File: src/hw/rtl/mssc_pkg.sv
`timescale 1ns / 1ps
// Shared types and constants for the multiplexed seven-segment scanner.
// No dependencies; imported by mssc_engine and the top level.
package mssc_pkg;

    localparam int MAX_DIGITS = 4;

    localparam logic [1:0] FUNC_REFRESH = 2'd0;
    localparam logic [1:0] FUNC_WRITE   = 2'd1;
    localparam logic [1:0] FUNC_TOGGLE  = 2'd2;

    localparam logic [1:0] REG_DIGIT_COUNT  = 2'd0;
    localparam logic [1:0] REG_FLASH_FIRST  = 2'd1;
    localparam logic [1:0] REG_FLASH_LAST   = 2'd2;
    localparam logic [1:0] REG_FLASH_PERIOD = 2'd3;

    localparam logic [2:0] COUNT_RESET = 3'd4;
    localparam logic [7:0] SEG_BLANK   = 8'h00;
    localparam logic [7:0] SEG_POINT   = 8'h80;

    typedef struct packed {
        logic [1:0] func;
        logic [1:0] position;
        logic [3:0] bcd_value;
        logic       first_digit;
        logic [1:0] range_low;
        logic [1:0] range_high;
    } in_word_t;

    typedef struct packed {
        logic [1:0] digit_select;
        logic [7:0] segments;
    } out_word_t;

    typedef struct packed {
        logic      emit;
        out_word_t word;
    } mssc_res_t;

    function automatic logic [7:0] bcd_to_seg(input logic [3:0] bcd);
        logic [7:0] seg;
        unique case (bcd)
            4'd0:    seg = 8'h3F;
            4'd1:    seg = 8'h06;
            4'd2:    seg = 8'h5B;
            4'd3:    seg = 8'h4F;
            4'd4:    seg = 8'h66;
            4'd5:    seg = 8'h6D;
            4'd6:    seg = 8'h7D;
            4'd7:    seg = 8'h07;
            4'd8:    seg = 8'h7F;
            4'd9:    seg = 8'h6F;
            default: seg = SEG_BLANK;
        endcase
        return seg;
    endfunction

    function automatic logic [2:0] clamp_count(input logic [2:0] v);
        logic [2:0] c;
        if (v == 3'd0)
        begin
            c = 3'd1;
        end
        else if (v > 3'(MAX_DIGITS))
        begin
            c = 3'(MAX_DIGITS);
        end
        else
        begin
            c = v;
        end
        return c;
    endfunction

endpackage

File: src/hw/rtl/mssc_engine.sv
`timescale 1ns / 1ps
// Display state, configuration registers and per-word update logic of the scanner.
// Depends on mssc_pkg; instantiated by multiplexed_seven_segment_scanner_top.
module mssc_engine
    import mssc_pkg::*;
(
    input  logic        clk,
    input  logic        rst_n,
    input  logic        cfg_we,
    input  logic [1:0]  cfg_index,
    input  logic [15:0] cfg_data,
    input  logic        step,
    input  in_word_t    item,
    output mssc_res_t   result
);

    logic [7:0]  images_reg [MAX_DIGITS];
    logic [7:0]  images_next [MAX_DIGITS];
    logic [1:0]  active_reg;
    logic [1:0]  active_next;
    logic [15:0] frame_reg;
    logic [15:0] frame_next;
    logic [2:0]  count_reg;
    logic [2:0]  count_next;
    logic [1:0]  first_reg;
    logic [1:0]  first_next;
    logic [1:0]  last_reg;
    logic [1:0]  last_next;
    logic [15:0] period_reg;
    logic [15:0] period_next;

    logic [2:0]  act_inc;
    logic [1:0]  act_wrap;
    logic [15:0] frame_inc;
    logic [15:0] frame_tick;
    logic [15:0] frame_new;
    logic        blank;
    logic [2:0]  new_count;

    always_comb
    begin
        act_inc    = {1'b0, active_reg} + 3'd1;
        act_wrap   = (act_inc >= count_reg) ? 2'd0 : act_inc[1:0];
        frame_inc  = frame_reg + 16'd1;
        frame_tick = (frame_inc >= period_reg) ? 16'd0 : frame_inc;
        frame_new  = (act_wrap == 2'd0) ? frame_tick : frame_reg;
        blank      = (period_reg != 16'd0) && (frame_new > (period_reg >> 1))
                     && (act_wrap >= first_reg) && (act_wrap <= last_reg);
        new_count  = clamp_count(cfg_data[2:0]);

        result.emit              = step && (item.func == FUNC_REFRESH);
        result.word.digit_select = act_wrap;
        result.word.segments     = blank ? SEG_BLANK : images_reg[act_wrap];

        images_next = images_reg;
        active_next = active_reg;
        frame_next  = frame_reg;
        count_next  = count_reg;
        first_next  = first_reg;
        last_next   = last_reg;
        period_next = period_reg;

        if (cfg_we)
        begin
            unique case (cfg_index)
                REG_DIGIT_COUNT:
                begin
                    count_next  = new_count;
                    active_next = 2'(new_count - 3'd1);
                end
                REG_FLASH_FIRST:
                begin
                    first_next = cfg_data[1:0];
                    frame_next = 16'd0;
                end
                REG_FLASH_LAST:
                begin
                    last_next  = cfg_data[1:0];
                    frame_next = 16'd0;
                end
                REG_FLASH_PERIOD:
                begin
                    period_next = cfg_data;
                    frame_next  = 16'd0;
                end
                default:
                begin
                end
            endcase
        end
        else if (step)
        begin
            unique case (item.func)
                FUNC_REFRESH:
                begin
                    active_next = act_wrap;
                    frame_next  = frame_new;
                end
                FUNC_WRITE:
                begin
                    if (item.first_digit)
                    begin
                        for (int i = 0; i < MAX_DIGITS; i++)
                        begin
                            images_next[i] = SEG_BLANK;
                        end
                    end
                    if ({1'b0, item.position} < count_reg)
                    begin
                        images_next[item.position] = bcd_to_seg(item.bcd_value);
                    end
                end
                FUNC_TOGGLE:
                begin
                    for (int i = 0; i < MAX_DIGITS; i++)
                    begin
                        if ((2'(i) >= item.range_low) && (2'(i) <= item.range_high))
                        begin
                            images_next[i] = images_reg[i] ^ SEG_POINT;
                        end
                    end
                end
                default:
                begin
                end
            endcase
        end
    end

    always_ff @(posedge clk or negedge rst_n)
    begin
        if (!rst_n)
        begin
            for (int i = 0; i < MAX_DIGITS; i++)
            begin
                images_reg[i] <= SEG_BLANK;
            end
            active_reg <= 2'(COUNT_RESET - 3'd1);
            frame_reg  <= 16'd0;
            count_reg  <= COUNT_RESET;
            first_reg  <= 2'd0;
            last_reg   <= 2'd0;
            period_reg <= 16'd0;
        end
        else
        begin
            images_reg <= images_next;
            active_reg <= active_next;
            frame_reg  <= frame_next;
            count_reg  <= count_next;
            first_reg  <= first_next;
            last_reg   <= last_next;
            period_reg <= period_next;
        end
    end

`ifndef ASSERT_OFF
    a_count_range: assert property (@(posedge clk) disable iff (!rst_n)
        (count_reg >= 3'd1) && (count_reg <= 3'(MAX_DIGITS)))
        else $error("digit count out of range");

    a_active_below_count: assert property (@(posedge clk) disable iff (!rst_n)
        {1'b0, active_reg} < count_reg)
        else $error("active digit not below digit count");

    a_frame_bounded: assert property (@(posedge clk) disable iff (!rst_n)
        (period_reg == 16'd0) ? (frame_reg == 16'd0) : (frame_reg < period_reg))
        else $error("frame counter outside blink period");

    a_emit_follows_wrap: assert property (@(posedge clk) disable iff (!rst_n)
        (result.emit && !cfg_we && (result.word.digit_select == 2'd0)
            && (period_reg != 16'd0))
        |=> (frame_reg == $past(frame_tick)))
        else $error("frame counter did not advance on frame wrap");
`endif

endmodule

File: src/hw/rtl/multiplexed_seven_segment_scanner_top.sv
`timescale 1ns / 1ps
// Top level of the multiplexed seven-segment scanner: input and result registers.
// Depends on mssc_pkg and mssc_engine.
//
//   Channel   Signals                          Direction  Word
//   in        in_valid, in_ready, in_data      in         in_word_t
//   out       out_valid, out_ready, out_data   out        out_word_t
//   cfg       cfg_we, cfg_index, cfg_data      in         16-bit register write
//
// One word is accepted per cycle unless the input register stalls; a refresh result
// goes via the input register into the result register, where it waits to be taken.
// The input register waits only on a refresh while a full result register is not read.
// Write and toggle words produce no result and never stall on the output side.
// Reset is asynchronous; digit store, settings and valid flags clear at once, no sweep.
module multiplexed_seven_segment_scanner_top
    import mssc_pkg::*;
(
    input  logic        clk,
    input  logic        rst_n,
    input  logic        in_valid,
    output logic        in_ready,
    input  in_word_t    in_data,
    output logic        out_valid,
    input  logic        out_ready,
    output out_word_t   out_data,
    input  logic        cfg_we,
    input  logic [1:0]  cfg_index,
    input  logic [15:0] cfg_data
);

    logic      s1_valid_reg;
    logic      s1_valid_next;
    in_word_t  s1_word_reg;
    logic      out_valid_reg;
    logic      out_valid_next;
    out_word_t out_word_reg;
    logic      out_free;
    logic      s1_go;
    logic      in_fire;
    mssc_res_t res;

    mssc_engine u_engine (
        .clk       (clk),
        .rst_n     (rst_n),
        .cfg_we    (cfg_we),
        .cfg_index (cfg_index),
        .cfg_data  (cfg_data),
        .step      (s1_go),
        .item      (s1_word_reg),
        .result    (res)
    );

    always_comb
    begin
        out_free = !out_valid_reg || out_ready;
        s1_go    = s1_valid_reg && ((s1_word_reg.func != FUNC_REFRESH) || out_free);
        in_ready = !s1_valid_reg || s1_go;
        in_fire  = in_valid && in_ready;

        s1_valid_next = in_fire ? 1'b1 : (s1_go ? 1'b0 : s1_valid_reg);

        if (res.emit)
        begin
            out_valid_next = 1'b1;
        end
        else if (out_ready)
        begin
            out_valid_next = 1'b0;
        end
        else
        begin
            out_valid_next = out_valid_reg;
        end
    end

    always_ff @(posedge clk or negedge rst_n)
    begin
        if (!rst_n)
        begin
            s1_valid_reg  <= 1'b0;
            out_valid_reg <= 1'b0;
        end
        else
        begin
            s1_valid_reg  <= s1_valid_next;
            out_valid_reg <= out_valid_next;
        end
    end

    always_ff @(posedge clk)
    begin
        if (in_fire)
        begin
            s1_word_reg <= in_data;
        end
        if (res.emit)
        begin
            out_word_reg <= res.word;
        end
    end

    assign out_valid = out_valid_reg;
    assign out_data  = out_word_reg;

`ifndef ASSERT_OFF
    a_no_overwrite: assert property (@(posedge clk) disable iff (!rst_n)
        res.emit |-> out_free)
        else $error("result register overwritten while full");

    a_emit_only_on_step: assert property (@(posedge clk) disable iff (!rst_n)
        res.emit |-> (s1_valid_reg && (s1_word_reg.func == FUNC_REFRESH)))
        else $error("result produced without a refresh word");

    a_stall_holds_stage: assert property (@(posedge clk) disable iff (!rst_n)
        (s1_valid_reg && !s1_go) |=> (s1_valid_reg && $stable(s1_word_reg)))
        else $error("input register lost a stalled word");
`endif

endmodule
File: config.mk
export PLATFORM = sky130hd
export DESIGN_NAME = multiplexed_seven_segment_scanner_top
export DESIGN_NICKNAME = d
export VERILOG_FILES = /design/src/hw/rtl/mssc_pkg.sv /design/src/hw/rtl/mssc_engine.sv /design/src/hw/rtl/multiplexed_seven_segment_scanner_top.sv
export SDC_FILE = /design/constraint.sdc
export NUM_CORES = 1
export LEC_CHECK = 0
export ABC_AREA = 0
export ABC_CLOCK_PERIOD_IN_PS = 6100
export BUFFER_PORTS_ARGS = -buffer_cell sky130_fd_sc_hd__buf_2
export CORE_ASPECT_RATIO = 1.4
export CORE_MARGIN = 2
export CORE_UTILIZATION = 45
export CTS_BUF_LIST = sky130_fd_sc_hd__clkbuf_16
export DETAILED_ROUTE_END_ITERATION = 7
export PLACE_DENSITY = 0.6
export SETUP_SLACK_MARGIN = 0.3
export SLEW_MARGIN = 30
export SYNTH_ARGS = -nofsm -noshare
export SYNTH_HDL_FRONTEND = slang
export SYNTH_SLANG_ARGS = --single-unit
File: constraint.sdc
create_clock -name clk -period 6.1 [get_ports clk]
set_input_delay 0.915 -clock clk [delete_from_list [all_inputs] [get_ports clk]]
set_output_delay 0.915 -clock clk [all_outputs]
set_load 0.1 [all_outputs]
==> metrics.csv <==
stage,metric,value,unit
clock_tree,# H-tree levels,3,
sta,fin. max-slew vios,0,
yosys,register area share after synthesis,45.76,%
power_and_ir_drop,Peak supply drop,0.0001951,V
floorplan,chip width,101.0,microns
yosys,synthesized cell area,5926,sq um
yosys,YS warnings,0,
sta,fin crit share,86.74,%
floorplan,Ports,48,
setup_path,crit-path max FO,9,
floorplan,Initial Utilization,46.03,%
clock_tree,clk_lat worst skew,360,ps
worst_hold_path,Min-Delay Path Depth,2,
power_and_ir_drop,Pwr Density,328.9,nW/um^2
grt,initial antenna violation count,1,
power_and_ir_drop,"Power, Total",2.180,mW
setup_path,WP data required,6230,ps
clock_tree,CTS sink cnt,105,
routing,WL/cell,19.66,microns
placed_design,Setup WS pre-CTS,726.4,ps
routing,met3 WL,620,microns
yosys,#FFs+latches synth,105,
clock_tree,Root Buffer,clkbuf_16,
sta,hold_ws,483.2,ps
grt,first-pass GRT wire length,24160,microns
cells_and_area,"commonest non-fill, non-tap cell in the layout",dfrtp_1,
cells_and_area,antenna diode count,0,
clock_tree,setup repair bufs after CTS,0,
grt,Overflow after GRT,0,
yosys,Synth Instances,562,
sta,Max-slew headroom,44.91,%
floorplan,Die Y,139.8,microns
grt,largest net degree at the start of global routing,76,
clock_tree,number of hold buffers added after cts,0,
floorplan,core region area,12870,sq um
routing,via-per-instance ratio,5.932,
placed_design,dpl hpwl,11440,microns
worst_hold_path,worst min-delay path startpoint,u_engine.active_reg[1],
cells_and_area,most frequent cells in the layout,"dfrtp_1, nand2_1, ha_1",
yosys,Cell variety after synth,59,
clock_tree,TritonCTS buffer count,9,
placed_design,Placer Congestion,0.9440,
sta,RSZ-0062 raised after global routing,no,
sta,Final setup viols,0,
setup_path,reg2reg path depth,18,
yosys,Synth area leaders,"dfrtp_1, edfxtp_1, ha_1",
yosys,Post-synth EDFFs,23,
cells_and_area,fin nets,691,
setup_path,Critical Path AT,5420,ps
cells_and_area,share of layout cells above drive strength 1,18.27,%
sta,worst clock skew,8.642,ps
cells_and_area,max reg flops,32,
setup_path,critical path startpoint category,flip-flop,
routing,DRT iter0 DRCs,188,
sta,fin crit period,5291,ps
job,MaxCap Viol Count,0,
clock_tree,Longest Clk Path Bufs,2,
sta,worst slew pin tran,824.5,ps
setup_path,WS Path Type,flip-flop to flip-flop,
placed_design,Buffers on Ports,47,
cells_and_area,Final Util,51.49,%
grt,gr usage total,22.57,%
power_and_ir_drop,LEAKAGE,3.116,nW
setup_path,Crit. End Element,flip-flop,
worst_hold_path,Min-Delay Path Class,flip-flop to flip-flop,
sta,final hold violation count,0,
run_status,status,"complete, no violations",
yosys,post-synth top area share,30.41,%
setup_path,Reg2Reg Launch Point,u_engine.frame_reg[2],
routing,Highest Signal Layer,met5,
routing,met2 routed WL,8275,microns
routing,drt total wl,15060,microns
setup_path,cell chain of the critical path,nand3_1 -> nor2_2 -> and3_1 -> and3_1 -> xor2_1 -> ha_1 -> and3_1 -> a221o_1 -> a21oi_1 -> o211ai_2 -> nor2_2 -> a221o_1 -> ha_1 -> a21oi_1 -> o221ai_1 -> o31ai_1 -> a21oi_2 -> a2111oi_0,
routing,Pre-antenna DRT Iters,4,
cells_and_area,Synth-to-Final Area Change,11.87,%
yosys,cell taking the most area after synthesis,dfrtp_1,
grt,vias in the first global route,4734,
sta,maximum clock rate,189.0,MHz
sta,slack of the critical path,808.9,ps
setup_path,Slowest Stage Delay on Critical Path,480,ps
setup_path,CP most frequent cell,and3_1,
floorplan,die area,14120,sq um
sta,setup TNS,0,ps
routing,DRC,0,
setup_path,r2r endpoint,out_data[0],
clock_tree,TritonCTS clock tree,built,
yosys,top_reg_cell synth,dfrtp_1,
routing,post-detailed-route count of antenna-violating nets,0,
yosys,Synth async-reset ratio,71.43,%
routing,M1 WL,5537,microns
clock_tree,clock transition at the registers of the reported paths,80,ps
setup_path,slowest cell on the critical path,dfrtp_1,
yosys,Avg Inst Size Synth,10.54,sq um
floorplan,number of core rows,49,
setup_path,R2R setup slack,810,ps
routing,via count,4544,
worst_hold_path,hold path endpoint,u_engine.active_reg[1],
yosys,Post-Syn Nets,645,
how the worst max path moves through the flow:
stage / startpoint / end / slack [ps]
floorplan: u_engine.frame_reg[2] / out_data[0] / 1540
global placement: u_engine.frame_reg[4] / out_data[3] / 890
detailed placement: u_engine.frame_reg[2] / out_data[7] / 730
CTS: u_engine.frame_reg[2] / out_data[3] / 720
global route: u_engine.frame_reg[2] / out_data[7] / 450
finish: u_engine.frame_reg[2] / out_data[0] / 810
layer usage:
metal | GRT usage, % | up-vias
li1 | - | 2185
met4 | 11.45 | 2
met3 | 4.621 | 38
met2 | 41.51 | 109
met1 | 23.73 | 2210
met5 | 0 | -
cells by family after synthesis:
group,Yosys count,synth area share [%]
AO/OA/AOI/OAI,156,19.13
XOR/XNOR,13,1.921
adder cells (fa/ha/maj),47,9.924
buffers and inverters,49,3.505
flip-flops,105,45.76
multiplexers,23,4.286
AND/OR/NAND/NOR,169,15.48
area by class of cell:
class	count	area, sq um
Tap cell	153	191.4
Timing Repair Buffer	52	279.0
Multi-Input combinational cell	408	3018
Clock buffer	9	225.2
Inverter	32	120.1
Fill cell	1213	6246
Clock inverter	7	83.83
Sequential cell	105	2711
worst max-delay path, delay by kind of cell (launching register included):
family | cells | cell delay, ps
AOI/OAI and AO/OA | 9 | 2170
DFF | 1 | 480
adders and majority gates | 2 | 550
xor gates and xnor gates | 1 | 200
and+or+nand+nor | 6 | 1660
through the flow:
stage               cell area (sq um)  std cells
floorplan                        5926        562
global placement                 6305        750
detailed placement               6305        750
CTS                              6614        766
global route                     6629        766
finish                           6629        766
Yosys cell counts (all sizes together), types with 9 or more instances:
master and count:
a21oi 22, a22o 44, and3 14, buf 12
dfrtp 72, edfxtp 23, ha 47, inv 32
mux2 19, nand2 54, nand2b 9, nand3 17
nor2 25, nor2b 14, o21ai 33, o31ai 13
xor2 9
timing repair:
action | 4_1_cts | 5_1_grt
hold endpoints to repair | 0 | 0
resized for setup | 0 | 3
endpoints found under the setup margin | 0 | 4
power breakdown:
group | leakage (nW) | switching [mW] | internal, mW
Clock | 0.154 | 0.282 | 0.327
Combinational | 1.71 | 0.445 | 0.234
Sequential | 1.26 | 0.0687 | 0.824
Total | 3.12 | 0.795 | 1.38
Power figures use the tool's default switching activity.
